===== src/rtl/core/nsc_pkg.sv =====
// Shared types, character constants and helper functions of the NMEA sentence checker.
// No dependencies; every other file of the block imports this package.
`default_nettype none

package nsc_pkg;

   localparam logic [7:0] CH_DOLLAR  = 8'h24;   // '$'
   localparam logic [7:0] CH_STAR    = 8'h2A;   // '*'
   localparam logic [7:0] CH_N       = 8'h4E;   // 'N', second header letter of GNGGA
   localparam logic [7:0] CH_ZERO    = 8'h30;   // '0'
   localparam logic [7:0] CH_UPPER_A = 8'h41;   // 'A'

   localparam logic [3:0] MIN_LENGTH = 4'd8;    // characters from '$' on
   localparam logic [1:0] TAIL_LEN   = 2'd2;    // checksum digits after '*'
   localparam logic [1:0] TAIL_SAT   = 2'd3;

   localparam int QUEUE_DEPTH = 2;

   typedef enum logic [2:0] {
      ST_NO_DOLLAR   = 3'd0,
      ST_BAD_FRAME   = 3'd1,
      ST_MISMATCH    = 3'd2,
      ST_VALID_OTHER = 3'd3,
      ST_VALID_GGA   = 3'd4
   } status_type;

   typedef struct packed {
      logic [7:0] char_in;
      logic       line_end;
   } req_type;

   typedef struct packed {
      logic [2:0] status;
      logic [7:0] computed_sum;
   } rsp_type;

   // Summary of one finished line, handed from the front to the back.
   typedef struct packed {
      logic       have_start;
      logic [7:0] xor_sum;
      logic       long_enough;
      logic       star_seen;
      logic [1:0] tail_count;
      logic [7:0] tail_high;
      logic [7:0] tail_low;
      logic       header_match;
   } line_sum_type;

   // Expected header letter at position pos after '$' (GPGGA).
   function automatic logic [7:0] hdr_char(input logic [3:0] pos);
      logic [7:0] ch;
      case (pos)
         4'd1:    ch = 8'h47;   // 'G'
         4'd2:    ch = 8'h50;   // 'P'
         4'd3:    ch = 8'h47;   // 'G'
         4'd4:    ch = 8'h47;   // 'G'
         4'd5:    ch = 8'h41;   // 'A'
         default: ch = 8'h00;
      endcase
      return ch;
   endfunction

   // Uppercase hexadecimal character of one nibble.
   function automatic logic [7:0] hex_digit(input logic [3:0] nib);
      logic [7:0] ch;
      if (nib < 4'd10) begin
         ch = CH_ZERO + {4'b0000, nib};
      end else begin
         ch = CH_UPPER_A + {4'b0000, nib} - 8'd10;
      end
      return ch;
   endfunction

endpackage

`default_nettype wire


===== src/rtl/core/nsc_front.sv =====
// Front of the NMEA sentence checker: takes characters, tracks framing and the running XOR.
// Depends on nsc_pkg; pushes one line summary per line end into nsc_queue.
`default_nettype none

module nsc_front
   import nsc_pkg::*;
(
   input  wire logic         clock,
   input  wire logic         reset,
   input  wire logic         req_valid,
   output logic              req_ready,
   input  wire req_type      req_data,
   input  wire logic         queue_full,
   output logic              push_valid,
   output line_sum_type      push_data
);

   logic       have_start_ff,   have_start_in;
   logic [7:0] xor_accum_ff,    xor_accum_in;
   logic [3:0] length_count_ff, length_count_in;
   logic       star_seen_ff,    star_seen_in;
   logic [1:0] tail_count_ff,   tail_count_in;
   logic [7:0] tail_high_ff,    tail_high_in;
   logic [7:0] tail_low_ff,     tail_low_in;
   logic       header_match_ff, header_match_in;
   logic       accept;
   logic [7:0] ch;

   assign req_ready  = !queue_full;
   assign accept     = req_valid && req_ready;
   assign push_valid = accept && req_data.line_end;
   assign ch         = req_data.char_in;

   // Fold one character into the line state.
   always_comb begin
      have_start_in   = have_start_ff;
      xor_accum_in    = xor_accum_ff;
      length_count_in = length_count_ff;
      star_seen_in    = star_seen_ff;
      tail_count_in   = tail_count_ff;
      tail_high_in    = tail_high_ff;
      tail_low_in     = tail_low_ff;
      header_match_in = header_match_ff;
      if (ch == CH_DOLLAR) begin
         have_start_in   = 1'b1;
         xor_accum_in    = 8'h00;
         length_count_in = 4'd1;
         star_seen_in    = 1'b0;
         tail_count_in   = 2'd0;
         tail_high_in    = 8'h00;
         tail_low_in     = 8'h00;
         header_match_in = 1'b1;
      end else if (have_start_ff) begin
         if (length_count_ff < MIN_LENGTH) begin
            length_count_in = length_count_ff + 4'd1;
         end
         if (length_count_ff >= 4'd1 && length_count_ff <= 4'd5) begin
            if (!(ch == hdr_char(length_count_ff) ||
                  (length_count_ff == 4'd2 && ch == CH_N))) begin
               header_match_in = 1'b0;
            end
         end
         if (!star_seen_ff) begin
            if (ch == CH_STAR) begin
               star_seen_in = 1'b1;
            end else begin
               xor_accum_in = xor_accum_ff ^ ch;
            end
         end else begin
            if (tail_count_ff == 2'd0) begin
               tail_high_in = ch;
            end else if (tail_count_ff == 2'd1) begin
               tail_low_in = ch;
            end
            if (tail_count_ff < TAIL_SAT) begin
               tail_count_in = tail_count_ff + 2'd1;
            end
         end
      end
   end

   always_comb begin
      push_data.have_start   = have_start_in;
      push_data.xor_sum      = xor_accum_in;
      push_data.long_enough  = (length_count_in >= MIN_LENGTH);
      push_data.star_seen    = star_seen_in;
      push_data.tail_count   = tail_count_in;
      push_data.tail_high    = tail_high_in;
      push_data.tail_low     = tail_low_in;
      push_data.header_match = header_match_in;
   end

   // Clear at reset and after every line end; otherwise advance on accept.
   always_ff @(posedge clock) begin
      if (reset || push_valid) begin
         have_start_ff   <= 1'b0;
         xor_accum_ff    <= 8'h00;
         length_count_ff <= 4'd0;
         star_seen_ff    <= 1'b0;
         tail_count_ff   <= 2'd0;
         tail_high_ff    <= 8'h00;
         tail_low_ff     <= 8'h00;
         header_match_ff <= 1'b0;
      end else if (accept) begin
         have_start_ff   <= have_start_in;
         xor_accum_ff    <= xor_accum_in;
         length_count_ff <= length_count_in;
         star_seen_ff    <= star_seen_in;
         tail_count_ff   <= tail_count_in;
         tail_high_ff    <= tail_high_in;
         tail_low_ff     <= tail_low_in;
         header_match_ff <= header_match_in;
      end
   end

endmodule

`default_nettype wire


===== config.mk =====
export PLATFORM = sky130hd
export DESIGN_NAME = nsc_front
export DESIGN_NICKNAME = d
export VERILOG_FILES = /design/src/rtl/core/nsc_pkg.sv /design/src/rtl/core/nsc_front.sv
export SDC_FILE = /design/constraint.sdc
export NUM_CORES = 1
export LEC_CHECK = 0
export ABC_AREA = 1
export BUFFER_PORTS_ARGS = -buffer_cell sky130_fd_sc_hd__buf_2
export CAP_MARGIN = 30
export CORE_MARGIN = 2
export CORE_UTILIZATION = 56
export CTS_BUF_LIST = sky130_fd_sc_hd__clkbuf_2
export CTS_CLUSTER_SIZE = 28
export DETAILED_ROUTE_END_ITERATION = 8
export HOLD_SLACK_MARGIN = 0.12
export PLACE_DENSITY_LB_ADDON = 0.15
export SLEW_MARGIN = 30
export SYNTH_ARGS = -nofsm -noshare
export SYNTH_HDL_FRONTEND = slang
export SYNTH_SLANG_ARGS = --single-unit
export TNS_END_PERCENT = 50

===== constraint.sdc =====
create_clock -name clock -period 2 [get_ports clock]
set_input_delay 0.4 -clock clock [delete_from_list [all_inputs] [get_ports clock]]
set_output_delay 0.4 -clock clock [all_outputs]
set_load 0.005 [all_outputs]

==> implementation parameters <==
Parameter                              Value

Setup path
  Critical path peak fanout ... 4
  Worst setup SP type ... flop
  Highest cell delay on the worst timing path ... between 400 and 500 ps
  Critical path class ... flop to primary output
  Slowest library cell on the worst path ... sky130_fd_sc_hd__dfxtp_1
  Data required, critical path ... between 1500 and 2000 ps
  Cells traversed along the worst timing path ... inv_1, nand3_1, nand3_2, nand2_1, nand2_1, nor2_1, nand2_1, nand2_1, nand2_2, nand2_1, buf_2
  Worst setup EP type ... primary output
  Library cell appearing most often on the critical path ... sky130_fd_sc_hd__nand2_1
  Crit path DAT ... slightly below 2000 ps

Finish
  Fraction of the core area covered by cells at the end of the flow ... a little under nine tenths
  Share of layout cells above drive strength 1 ... about 45%
  # nets final ... about 400
  Area delta synth->final ... 44.1%
  Number of filler cells placed in the layout ... between 200 and 250
  Final Instance Area ... around 2900 um^2
  Antenna cell count ... 0

Synth
  Commonest cells in the netlist ... sky130_fd_sc_hd__nand2_1 (66), sky130_fd_sc_hd__a21oi_1 (38), sky130_fd_sc_hd__dfxtp_1 (33)
  Post-synthesis cell type count ... 32
  Sequential cell area fraction in the yosys report ... between 30% and 40%
  Share of synthesized flip-flops with an asynchronous set or reset ... 0%
  Most frequent cell after synthesis ... sky130_fd_sc_hd__nand2_1
  Post-synthesis net count ... ~320
  Post-synthesis instance area ... roughly 2000 um^2
  Yosys Warn Count ... 0
  Number of standard cells after synthesis ... around 300
  Ranking of synthesized cells by area ... sky130_fd_sc_hd__dfxtp_1 (33%), sky130_fd_sc_hd__nand2_1 (12%), sky130_fd_sc_hd__a21oi_1 (9.4%)
  Main synth FF type ... sky130_fd_sc_hd__dfxtp_1
  Mean area per synthesized cell ... 6.65 um^2
  Synth Register Bits ... 33
  Cell type contributing the most total cell area after synthesis ... sky130_fd_sc_hd__dfxtp_1
  Share of Yosys cell area claimed by the top area cell type ... between 30% and 40%
  Number of enable-type register cells in the synthesized netlist ... 0

Power
  Worst vdd rail ir drop ... approximately 0.00035 V
  Static leakage ... roughly 1.3 nW
  Cell area power density ... 391 nW/um^2

STA
  Final critical-path required period ... approximately 2300 ps
  RSZ-0062 raised after global routing ... true
  Worst clock skew ... between 15 and 20 ps
  Period utilisation layout ... 117%
  Final setup TNS ... -3300 ps
  F_max ... 0.429 GHz
  Fin Hold WS ... 409 ps
  Remaining max-slew budget at the tightest pin ... between 70 and 80%
  Final Max Slew Viols ... 0
  Number of setup violations in the final report ... 26
  Final hold violation count ... 0
  Post-route worst setup slack ... -330 ps
  Transition time of the tightest slew-check pin ... between 300 and 400 ps

Routing
  Total number of vias ... about 2.5k
  Top layer reached by signal wires ... met4
  Number of nets still failing antenna checks after routing ... 0
  Post-Route WL ... 7.19 mm
  Met2 Wirelength ... 3.41 mm
  Drt wl/cell ... 16.9 um
  Router iterations before antenna repair ... 5
  Iteration-0 DRC Markers ... 264
  Total met3 wirelength after detailed routing ... 669 um
  Post-Route M1 WL ... roughly 2.7 mm
  Via density per instance ... between 5 and 6
  Remaining DRCs ... 0

GRT
  Maximum number of pins on one net before global-route repair ... 28
  Number of global-route vias before repair ... 2,048
  Global-route wire length before repair ... 9.52 mm
  Remaining global-route overflow ... 0
  Initial antenna violation count ... 0
  Tot GR Track Use ... between 20% and 30%

CTS
  Sink count of the clock tree ... 33
  CTS Buffer Depth ... 2
  TritonCTS clock tree ... yes
  Reg clk slew, reported paths ... 170 ps
  Clock latency of the later-clocked register in the worst-skew pair ... roughly 420 ps
  Level count of the clock H-tree ... 2
  Total clock buffers created by CTS ... 5
  Cell at the root of the clock tree ... sky130_fd_sc_hd__clkbuf_2

Floorplanning
  Die area ... between 4000 and 5000 um^2
  Boundary pin count ... 45
  Area of the core ... approximately 3400 um^2
  Die width ... around 64 um
  Die Y-Extent ... about 64 um
  Effective utilization at floorplan ... between 50 and 60%
  Num rows ... 21

Place
  Number of I/O port buffers ... 44
  Post-placement worst setup slack ... 18.3 ps
  Detail Placement HPWL ... 3.73 mm
  Routability congestion estimate from global placement ... roughly 0.89
  Total cell area at the placement stage ... ~2300 um^2

Run status
  Result of the run ... finished, violations left
  Failing checks ... negative setup slack

Worst hold path
  Path type of the worst min-delay path ... primary input to flop

Run
  Reported max-cap violation count ... 0
## power by group
part           leakage, nW  switching (mW)  internal [mW]  total (mW)
Combinational         1.02           0.106         0.0596       0.166
Clock               0.0247           0.236         0.0709       0.307
Sequential           0.272         0.00516          0.661       0.666
Total                 1.32           0.347          0.791        1.14
## path summary, 6_finish.rpt
path	start	endpoint	slack (ps)	cells after the start
worst min-delay path	req_data[1]	tail_low_ff[0]$_SDFFE_PP0P_	410	5
worst min register to register	tail_high_ff[2]$_SDFFE_PP0P_	tail_high_ff[2]$_SDFFE_PP0P_	480	2
worst max-delay path	length_count_ff[3]$_SDFFE_PP0P_	push_data[0]	-330	11
worst max register to register	star_seen_ff$_SDFFE_PP0P_	tail_low_ff[4]$_SDFFE_PP0P_	310	12
## sequential cells by signal (all words and copies together), names as in the netlist
signal / flops
tail_high_ff: 8
tail_low_ff: 8
xor_accum_ff: 8
length_count_ff: 4
tail_count_ff: 2
have_start_ff: 1
header_match_ff: 1
star_seen_ff: 1
## timing repair
action | 4_1_cts | 5_1_grt
setup endpoints to repair | 25 | 28
pin swaps | 8 | 14
setup buffers | 12 | 10
hold buffers | 0 | 0
gates cloned | 2 | 1
gates resized for setup | 56 | 59
## per-layer routing
| metal | track usage, % | vias to the layer above |
|---|---|---|
| li1 | - | 1140 |
| met1 | 38.1 | 1118 |
| met2 | 49.6 | 173 |
| met3 | 5.81 | 45 |
| met4 | 10.6 | 0 |
| met5 | 0 | - |
## logic make-up after synthesis
kind of cell             count (synthesis)  synth area share (%)
AND/OR/NAND/NOR                        129                  28.0
AO/OA/AOI/OAI                           81                  22.6
buffers and inverters                   54                  12.7
flip-flops                              33                  32.7
adder cells (fa/ha/maj)                  5                  3.09
XOR/XNOR                                 2                 0.866
## layout make-up
class,count,area (um^2),area share (%)
multi-input combinational,218,1410,48.5
sequential,33,682,23.4
clock buffer,5,25.0,0.859
clock inverter,1,5.00,0.172
timing repair buffer,84,562,19.3
tap,46,57.6,1.98
inverter,38,163,5.58
timing repair inverter,1,7.51,0.258
## cell usage in the layout, fill, tap and decap left out, types with 5 or more instances in the layout
cell | Yosys | final
sky130_fd_sc_hd__nand4_1 | 5 | 5
sky130_fd_sc_hd__dfxtp_4 | 0 | 5
sky130_fd_sc_hd__nor2_1 | 29 | 23
sky130_fd_sc_hd__o21ai_1 | 2 | 8
sky130_fd_sc_hd__buf_6 | 4 | 5
sky130_fd_sc_hd__nor3_1 | 8 | 6
sky130_fd_sc_hd__a211oi_1 | 6 | 5
sky130_fd_sc_hd__inv_4 | 0 | 6
sky130_fd_sc_hd__dfxtp_1 | 33 | 26
sky130_fd_sc_hd__clkbuf_2 | 1 | 5
sky130_fd_sc_hd__nand2_2 | 2 | 6
sky130_fd_sc_hd__nand3_1 | 13 | 7
sky130_fd_sc_hd__a21oi_2 | 5 | 12
sky130_fd_sc_hd__nand2_1 | 66 | 60
sky130_fd_sc_hd__buf_2 | 1 | 45
sky130_fd_sc_hd__buf_4 | 3 | 32
sky130_fd_sc_hd__inv_1 | 32 | 27
sky130_fd_sc_hd__o21ai_0 | 23 | 5
sky130_fd_sc_hd__a21oi_1 | 38 | 29
sky130_fd_sc_hd__o21ai_2 | 1 | 11
sky130_fd_sc_hd__nand3_2 | 0 | 5
sky130_fd_sc_hd__nor2_4 | 0 | 7
## worst max-delay path, delay by kind of cell, from the launching register on
family                 cells  cell delay (ps)
flip-flops                 1              470
AND/OR/NAND/NOR            9              770
buffers and inverters      2              280
## through the flow
stage | instances | power (mW)
4_1_cts | 415 | 1.12
3_3_place_gp | 395 | 0.828
3_5_place_dp | 395 | 0.830
5_1_grt | 426 | 1.18
6_report | 426 | 1.14
2_1_floorplan | 304 | 0.763
No activity file was read; power rests on OpenSTA's default activity.
